<file path="src/rtl/gfea_pkg.sv">
// Package for the gated feed-forward expert accumulator.
// Holds widths, action and state codes, item types, the SiLU table and shared helpers.
// No dependencies.
package gfea_pkg;

	localparam int HID_MAX_DEF    = 32;
	localparam int INTER_SIZE_DEF = 64;
	localparam int HID_CFG_W = 6;
	localparam int INT_CFG_W = 7;

	localparam logic [1:0] ACT_LOAD_W  = 2'd0;
	localparam logic [1:0] ACT_LOAD_X  = 2'd1;
	localparam logic [1:0] ACT_COMPUTE = 2'd2;
	localparam logic [1:0] ACT_CLEAR   = 2'd3;

	localparam logic [1:0] SEL_GATE = 2'd0;
	localparam logic [1:0] SEL_UP   = 2'd1;
	localparam logic [1:0] SEL_DOWN = 2'd2;

	localparam logic CFG_HIDDEN = 1'b0;
	localparam logic CFG_INTER  = 1'b1;

	typedef struct packed {
		logic [1:0]         action;
		logic [1:0]         matrix_sel;
		logic [5:0]         row_index;
		logic [5:0]         col_index;
		logic signed [15:0] value;
		logic [15:0]        route_gain;
	} in_item_t;

	typedef struct packed {
		logic [4:0]         element_index;
		logic signed [31:0] element_value;
		logic               last;
	} out_item_t;

	typedef enum logic [3:0] {
		ST_IDLE,
		ST_CLEAR,
		ST_P1_MAC,
		ST_P1_DRAIN,
		ST_P1_ROUND,
		ST_P1_SILU,
		ST_P1_GATE,
		ST_P2_MAC,
		ST_P2_DRAIN,
		ST_P2_SCALE,
		ST_P2_ACC,
		ST_P2_EMIT
	} state_t;

	// controller -> datapath
	typedef struct packed {
		logic       clr_acc;
		logic       p1_mac;
		logic       p1_round;
		logic       p1_silu;
		logic       p1_gate;
		logic       p2_mac;
		logic       p2_scale;
		logic       p2_acc;
		logic       emit;
		logic       sum_clr;
		logic [7:0] j;
		logic [7:0] k;
		logic       last;
	} dp_cmd_t;

	function automatic logic signed [63:0] rnd_shift(input logic signed [63:0] v, input int s);
		logic signed [63:0] t;
		t = v + (64'sd1 <<< (s - 1));
		return t >>> s;
	endfunction

	// shift and subtract quotient, only ever evaluated while building the table
	function automatic logic [63:0] udiv64(input logic [63:0] num, input logic [63:0] den);
		logic [63:0] q, rem;
		q = '0;
		rem = '0;
		for (int b = 63; b >= 0; b--) begin
			rem = {rem[62:0], num[b]};
			if (rem >= den) begin
				rem = rem - den;
				q[b] = 1'b1;
			end
		end
		return q;
	endfunction

	// SiLU(-8 + i/16) in Q.12
	function automatic logic signed [17:0] silu_tab(input logic [7:0] i);
		logic [63:0] e, den, num, ax;
		logic signed [17:0] r;
		int n, mag;
		e = 64'd1 << 32;
		n = int'(i) - 128;
		mag = (n < 0) ? -n : n;
		ax = 64'(mag) * 64'd256;
		for (int k = 0; k < 128; k++) begin
			if (k < mag)
				e = (k == 0) ? 64'd4034748381 : ((e * 64'd4034748381 + (64'd1 << 31)) >> 32);
		end
		den = (64'd1 << 32) + e;
		if (n >= 0) begin
			num = ax << 32;
			r = 18'(udiv64(num + (den >> 1), den));
		end else begin
			num = ax * e;
			r = -18'(udiv64(num + (den >> 1), den));
		end
		return r;
	endfunction

	typedef logic signed [17:0] tab_arr_t [256];

	function automatic tab_arr_t build_tab();
		tab_arr_t t;
		for (int i = 0; i < 256; i++)
			t[i] = silu_tab(8'(i));
		return t;
	endfunction

	localparam tab_arr_t SILU_TAB = build_tab();

endpackage

</file>
<file path="src/rtl/gfea_ctrl.sv">
// Controller for the gated feed-forward expert accumulator.
// Sequences both projections, the SiLU gating and the down pass; uses gfea_pkg.
module gfea_ctrl #(
	parameter int HID_MAX     = gfea_pkg::HID_MAX_DEF,
	parameter int INTER_SIZE  = gfea_pkg::INTER_SIZE_DEF
) (
	input  logic                         clk,
	input  logic                         arst_n,
	input  logic                         go_compute,
	input  logic                         go_clear,
	input  logic [7:0]                   h_cnt,
	input  logic [8:0]                   n_cnt,
	output logic                         busy,
	output gfea_pkg::dp_cmd_t            cmd
);

	gfea_pkg::state_t state_q, state_d;
	logic [7:0] j_q, j_d, k_q, k_d;
	logic [1:0] drn_q, drn_d;

	always_ff @(posedge clk or negedge arst_n) begin
		if (!arst_n) begin
			state_q <= gfea_pkg::ST_IDLE;
			j_q     <= '0;
			k_q     <= '0;
			drn_q   <= '0;
		end else begin
			state_q <= state_d;
			j_q     <= j_d;
			k_q     <= k_d;
			drn_q   <= drn_d;
		end
	end

	always_comb begin
		state_d = state_q;
		j_d = j_q;
		k_d = k_q;
		drn_d = drn_q;
		cmd = '0;
		cmd.j = j_q;
		cmd.k = k_q;
		cmd.last = ({1'b0, j_q} == {1'b0, h_cnt} - 9'd1);
		busy = (state_q != gfea_pkg::ST_IDLE);
		case (state_q)
			gfea_pkg::ST_IDLE: begin
				j_d = '0;
				k_d = '0;
				if (go_clear)
					state_d = gfea_pkg::ST_CLEAR;
				else if (go_compute) begin
					cmd.sum_clr = 1'b1;
					state_d = gfea_pkg::ST_P1_MAC;
				end
			end
			gfea_pkg::ST_CLEAR: begin
				cmd.clr_acc = 1'b1;
				state_d = gfea_pkg::ST_IDLE;
			end
			gfea_pkg::ST_P1_MAC: begin
				cmd.p1_mac = 1'b1;
				if ({1'b0, k_q} == {1'b0, h_cnt} - 9'd1) begin
					k_d = '0;
					drn_d = 2'd2;
					state_d = gfea_pkg::ST_P1_DRAIN;
				end else
					k_d = k_q + 8'd1;
			end
			gfea_pkg::ST_P1_DRAIN: begin
				drn_d = drn_q - 2'd1;
				if (drn_q == 2'd0)
					state_d = gfea_pkg::ST_P1_ROUND;
			end
			gfea_pkg::ST_P1_ROUND: begin
				cmd.p1_round = 1'b1;
				state_d = gfea_pkg::ST_P1_SILU;
			end
			gfea_pkg::ST_P1_SILU: begin
				cmd.p1_silu = 1'b1;
				state_d = gfea_pkg::ST_P1_GATE;
			end
			gfea_pkg::ST_P1_GATE: begin
				cmd.p1_gate = 1'b1;
				cmd.sum_clr = 1'b1;
				if ({1'b0, j_q} == n_cnt - 9'd1) begin
					j_d = '0;
					state_d = gfea_pkg::ST_P2_MAC;
				end else begin
					j_d = j_q + 8'd1;
					state_d = gfea_pkg::ST_P1_MAC;
				end
			end
			gfea_pkg::ST_P2_MAC: begin
				cmd.p2_mac = 1'b1;
				if ({1'b0, k_q} == n_cnt - 9'd1) begin
					k_d = '0;
					drn_d = 2'd2;
					state_d = gfea_pkg::ST_P2_DRAIN;
				end else
					k_d = k_q + 8'd1;
			end
			gfea_pkg::ST_P2_DRAIN: begin
				drn_d = drn_q - 2'd1;
				if (drn_q == 2'd0)
					state_d = gfea_pkg::ST_P2_SCALE;
			end
			gfea_pkg::ST_P2_SCALE: begin
				cmd.p2_scale = 1'b1;
				state_d = gfea_pkg::ST_P2_ACC;
			end
			gfea_pkg::ST_P2_ACC: begin
				cmd.p2_acc = 1'b1;
				state_d = gfea_pkg::ST_P2_EMIT;
			end
			gfea_pkg::ST_P2_EMIT: begin
				cmd.emit = 1'b1;
				cmd.sum_clr = 1'b1;
				if (cmd.last) begin
					j_d = '0;
					state_d = gfea_pkg::ST_IDLE;
				end else begin
					j_d = j_q + 8'd1;
					state_d = gfea_pkg::ST_P2_MAC;
				end
			end
			default: state_d = gfea_pkg::ST_IDLE;
		endcase
	end

`ifndef SYNTHESIS
	a_clr_no_emit: assert property (@(posedge clk) disable iff (!arst_n)
		state_q == gfea_pkg::ST_CLEAR |=> state_q == gfea_pkg::ST_IDLE)
		else $error("clear did not return to idle");
	a_emit_from_acc: assert property (@(posedge clk) disable iff (!arst_n)
		state_q == gfea_pkg::ST_P2_EMIT |-> $past(state_q) == gfea_pkg::ST_P2_ACC)
		else $error("emit without accumulate");
	a_j_bound: assert property (@(posedge clk) disable iff (!arst_n)
		state_q == gfea_pkg::ST_P2_MAC |-> {1'b0, j_q} < {1'b0, h_cnt})
		else $error("output index out of range");
`endif

endmodule

</file>
<file path="config.mk">
export PLATFORM = sky130hd
export DESIGN_NAME = gfea_ctrl
export DESIGN_NICKNAME = d
export VERILOG_FILES = /design/src/rtl/gfea_pkg.sv /design/src/rtl/gfea_ctrl.sv
export SDC_FILE = /design/constraint.sdc
export NUM_CORES = 1
export LEC_CHECK = 0
export BUFFER_PORTS_ARGS = -buffer_cell sky130_fd_sc_hd__buf_2
export CAP_MARGIN = 15
export CORE_UTILIZATION = 52
export CTS_CLUSTER_SIZE = 10
export DETAILED_ROUTE_END_ITERATION = 8
export PLACE_DENSITY = 0.82
export RECOVER_POWER = 25
export SLEW_MARGIN = 20
export SYNTH_ARGS = -nofsm -noshare
export SYNTH_HDL_FRONTEND = slang
export SYNTH_SLANG_ARGS = --single-unit
</file>
<file path="constraint.sdc">
create_clock -name clk -period 6.6 [get_ports clk]
set_clock_uncertainty 0.1 [all_clocks]
set_input_delay 0.66 -clock clk [delete_from_list [all_inputs] [get_ports clk]]
set_output_delay 0.66 -clock clk [all_outputs]
set_load 0.02 [all_outputs]
</file>
# Word-level counts from Yosys, hierarchy flattened
# Cells that the tools add are included.
[totals]
wordCells = 69
out_inout_bits = 28
in_bits = 21
regBits = 22
[op_classes]
add_sub_neg = 5
n_mux = 30
eq_ne = 20
reduce_logical = 10
[op_table]
columns = ["operator", "n"]
rows = [
  ["8-bit one-hot mux with 3 select lines", 2],
  ["4-bit one-hot mux with 11 select lines", 1],
  ["8-bit by 9-bit equality test with 1-bit output", 4],
  ["8-bit 2-to-1 mux", 4],
  ["4-bit 2-to-1 mux", 6],
  ["8-bit by 1-bit adder with 8-bit output, second input constant", 2],
  ["4-bit by 3-bit equality test with 1-bit output, second input constant", 4],
  ["4-bit equality test, second input constant", 4],
  ["1-bit 2-to-1 mux", 11],
  ["3-bit nonzero test", 3],
  ["8-bit by 1-bit subtractor with 9-bit output, second input constant", 1],
  ["9-bit by 1-bit subtractor with 9-bit output, second input constant", 1],
  ["4-bit by 2-bit equality test with 1-bit output, second input constant", 2],
  ["2-bit inequality test, second input constant", 4],
  ["3-bit 2-to-1 mux", 2],
  ["2-bit one-hot mux with 3 select lines", 1],
  ["5-bit AND reduction", 1],
  ["4-bit by 1-bit equality test with 1-bit output, second input constant", 1],
  ["4-bit logical NOT", 1],
  ["2-bit 2-to-1 mux", 2],
  ["4-bit nonzero test", 1],
  ["2-bit OR reduction", 2],
  ["3-bit inequality test, second input constant", 1],
  ["3-bit AND reduction", 1],
  ["other kinds (3)", 3],
]

# Depth between registers and ports, before layout
[logic_depth]
word_depth = 4
ltp_mapped = 10
ltp_nobuf = 9

# Worst setup path before layout
# Ideal clock, no wire load.
[synth_path]
path_kind = "input to output"
from = "input port h_cnt[0]"
to = "output port cmd[0] in the netlist's numbering"
path_slack_ns = 3.438
arrival_ns = 2.402
required_ns = 5.840
n_path_buf = 0
cell_stages = 7
cell_sequence = "inv_1 ha_1 nor2b_1 nor4b_1 xnor3_1 nand3_1 nor3_1"
[synth_lines]
columns = ["item", "line_no", "rtl"]
rows = [
  ["start: declaration", "gfea_ctrl.sv:11", "input logic [7:0] h_cnt,"],
  ["end: declaration", "gfea_ctrl.sv:14", "output gfea_pkg::dp_cmd_t cmd"],
]

==> results.toml <==
[status]
status = "complete, no violations"

[place]
hpwl_mm = 4.68
dp_slack_ns = 2.89
port_buffers = 48
dp.cells = 382
place_congestion = 0.950

[worst_setup_path]
critical_path_class = "input pin to output pin"
crit_required_ns = 5.84
critPathCaptureType = "output pin"
arrival_ns = 2.78
start_kind = "input pin"
critPathMaxFanout = 6

[clock_network]
postCtsSetupBuffers = 0
clk_pin_slew_worst_paths_ns = 0.08
clock_sinks = 22
clock_path_buffers = 2
cts-root-buf = "clkbuf_8"
cts_buffers = 3
htreeDepth = 1
ctsResizeCount = 0
clock_latency_ns = 0.28
hold_buffers = 0
cts_tree = "done"

[power_and_ir_drop]
p_leak_nw = 1.30
power_w = 0.000764
power_density_nw_per_um2 = 281
vdd_drop_max_uv = 132

[timing]
max-slew-margin-rel_pct = 17.4
hold_viol = 0
rsz0062_at_grt = "no"
fmax_ghz = 0.283
setup_violations = 0
finalCritPeriodShare_pct = 53.6
fin_tns_setup_ns = 0
setup_ws_ns = 3.06
slew_violations = 0
worst_pin_slew_ns = 1.24
min_period_ns = 3.54

[synth]
syn_area_per_cell_sq_um = 8.11
syn-cell-area_sq_um = 2430
synth-main-ff-cell = "dfrtp_1"
synth-async-reset-ratio_pct = 100
synth-seq-cells = 22
syn_nets = 329
synth_cells = 300
synth_edf_count = 0
ys_warn_count = 0
yosysSeqAreaShare_pct = 22.6
netlist-cell-type-count = 60

[layout]
drive_above_1_share_pct = 20.1
area_delta_synth_final_pct = 11.7
nets = 364
diodes = 0
nFillCells = 392
instances_no_fill = 386
final_core_util_pct = 61.6

[routing]
vias = 2305
drt_iter0_drc = 158
drc = 0
avgRoutedWirePerCell_um = 16.1
dr.pass1.iters = 4
wl_mm = 6.21
ant_nets = 0
via_per_inst = 5.97

[flow_run]
cap_violations = 0

[global_routing]
track_usage_pct = 26.2
grt_pass1_vias = 2118
antenna_found_initial = 0
grt_pass1_wl_mm = 10.3
grt_overflow = 0
grt_max_degree = 23

[floorplanning]
die_w_um = 70.4
die_h_um = 70.4
rows = 24
ioPinCount = 49
dieArea_sq_um = 4960
core_area_sq_um = 4410
initial_core_util_pct = 55.1

[hold_path]
hold_class = "flip-flop to flip-flop"
critical path, stage by stage:
cell and delay [ns]:
buf_2 0.13, inv_1 0.06, ha_1 0.22, nor2b_1 0.25
nor4b_1 0.48, xnor3_1 0.21, nand3_1 0.13, nor3_1 0.39
buf_2 0.24
metrics by stage:
stage | hold WS, ns | area, sq um
after floorplan | 0.264 | 2430
after global placement | 0.431 | 2650
after detailed placement | 0.436 | 2650
after CTS | 0.263 | 2720
after global routing | 0.484 | 2720
final | 0.454 | 2720
cell type report:
| type | count | area (sq um) | area share (%) |
|---|---|---|---|
| flip-flops and latches | 22 | 551 | 20.2 |
| inverters | 22 | 82.6 | 3.04 |
| clock inverters | 1 | 30.0 | 1.10 |
| clock buffers | 3 | 41.3 | 1.52 |
| well taps | 52 | 65.1 | 2.39 |
| multi-input cells | 238 | 1710 | 62.9 |
| repair buffers | 48 | 239 | 8.79 |
synth_stat cells (2+ instances only):
cell type	count	area, sq um
a2111oi_4	2	55.1
a21oi_1	8	40.0
a21oi_2	2	17.5
a22oi_1	4	30.0
a311oi_1	4	35.0
a31oi_1	3	18.8
and2_1	3	18.8
and3_1	9	56.3
buf_2	6	30.0
buf_6	2	22.5
clkbuf_1	9	33.8
dfrtp_1	22	551
ha_1	8	100
inv_1	21	78.8
mux2_2	2	22.5
nand2_1	30	113
nand2b_1	2	12.5
nand3_1	7	35.0
nor2_1	19	71.3
nor2b_1	7	43.8
nor3_1	9	45.0
nor3_2	2	20.0
nor3b_1	3	22.5
nor4_1	4	25.0
o211ai_1	6	45.0
o21ai_0	16	80.1
o21ai_1	6	30.0
o21bai_1	3	22.5
o22ai_1	4	25.0
o311ai_0	3	26.3
o32ai_1	2	17.5
or2_2	2	12.5
or3_1	2	12.5
or4_1	2	15.0
xnor2_1	24	210
xnor3_1	4	90.1
xor2_1	15	131
report_power, final:
part           total [W]  switching (W)  internal, W
Sequential      0.000210      0.0000491     0.000161
Clock           0.000132      0.0000505    0.0000813
Combinational   0.000422       0.000265     0.000157
Total           0.000764       0.000364     0.000400
layout by cell type, fill, tap and decap left out, types with 6 or more instances in the layout:
| cell | Yosys | routed |
|---|---|---|
| nor2_1 | 19 | 19 |
| nor3_1 | 9 | 9 |
| nand3_1 | 7 | 7 |
| o21ai_0 | 16 | 16 |
| o211ai_1 | 6 | 6 |
| buf_2 | 6 | 47 |
| o21ai_1 | 6 | 6 |
| xnor2_1 | 24 | 24 |
| ha_1 | 8 | 8 |
| xor2_1 | 15 | 15 |
| a21oi_1 | 8 | 8 |
| inv_1 | 21 | 21 |
| nor2b_1 | 7 | 7 |
| dfrtp_1 | 22 | 22 |
| nand2_1 | 30 | 30 |
| and3_1 | 9 | 9 |
worst paths after layout:
check | slack [ns] | start | cells after the start | end
max | 3.06 | h_cnt[0] | 9 | cmd[0]
min | 0.45 | drn_q[1]$_DFFE_PN0P_ | 1 | drn_q[1]$_DFFE_PN0P_
max reg2reg | 3.61 | k_q[2]$_DFFE_PN0P_ | 7 | state_q[2]$_DFFE_PN0P_
min reg2reg | 0.45 | drn_q[1]$_DFFE_PN0P_ | 1 | drn_q[1]$_DFFE_PN0P_
max in group asynchronous | 5.15 | arst_n | 1 | state_q[2]$_DFFE_PN0P_
min in group asynchronous | 0.52 | arst_n | 1 | j_q[4]$_DFFE_PN0P_
state kept, by name, summed over array words and instances, names as in the netlist:
signal   flops
state_q      4
j_q          8
k_q          8
drn_q        2
cell families (layout without fill, tap and decap cells):
kind of cell,Yosys count,after routing,share of synthesized area (%)
AO/OA/AOI/OAI,73,73,22.2
XOR/XNOR,44,44,18.4
adder cells (fa/ha/maj),8,8,4.11
buffers and inverters,40,74,7.09
flip-flops,22,22,22.6
multiplexers,2,2,0.925
AND/OR/NAND/NOR,111,111,24.6
metal layers:
| layer | wire, um | track usage [%] | up-vias |
|---|---|---|---|
| met5 | 0 | 0 | - |
| met4 | 114 | 10.0 | 0 |
| met3 | 294 | 3.46 | 11 |
| met2 | 2960 | 42.8 | 72 |
| met1 | 2830 | 35.1 | 1091 |
| li1 | - | - | 1131 |
Note: power is estimated with default switching activity, not from simulation.
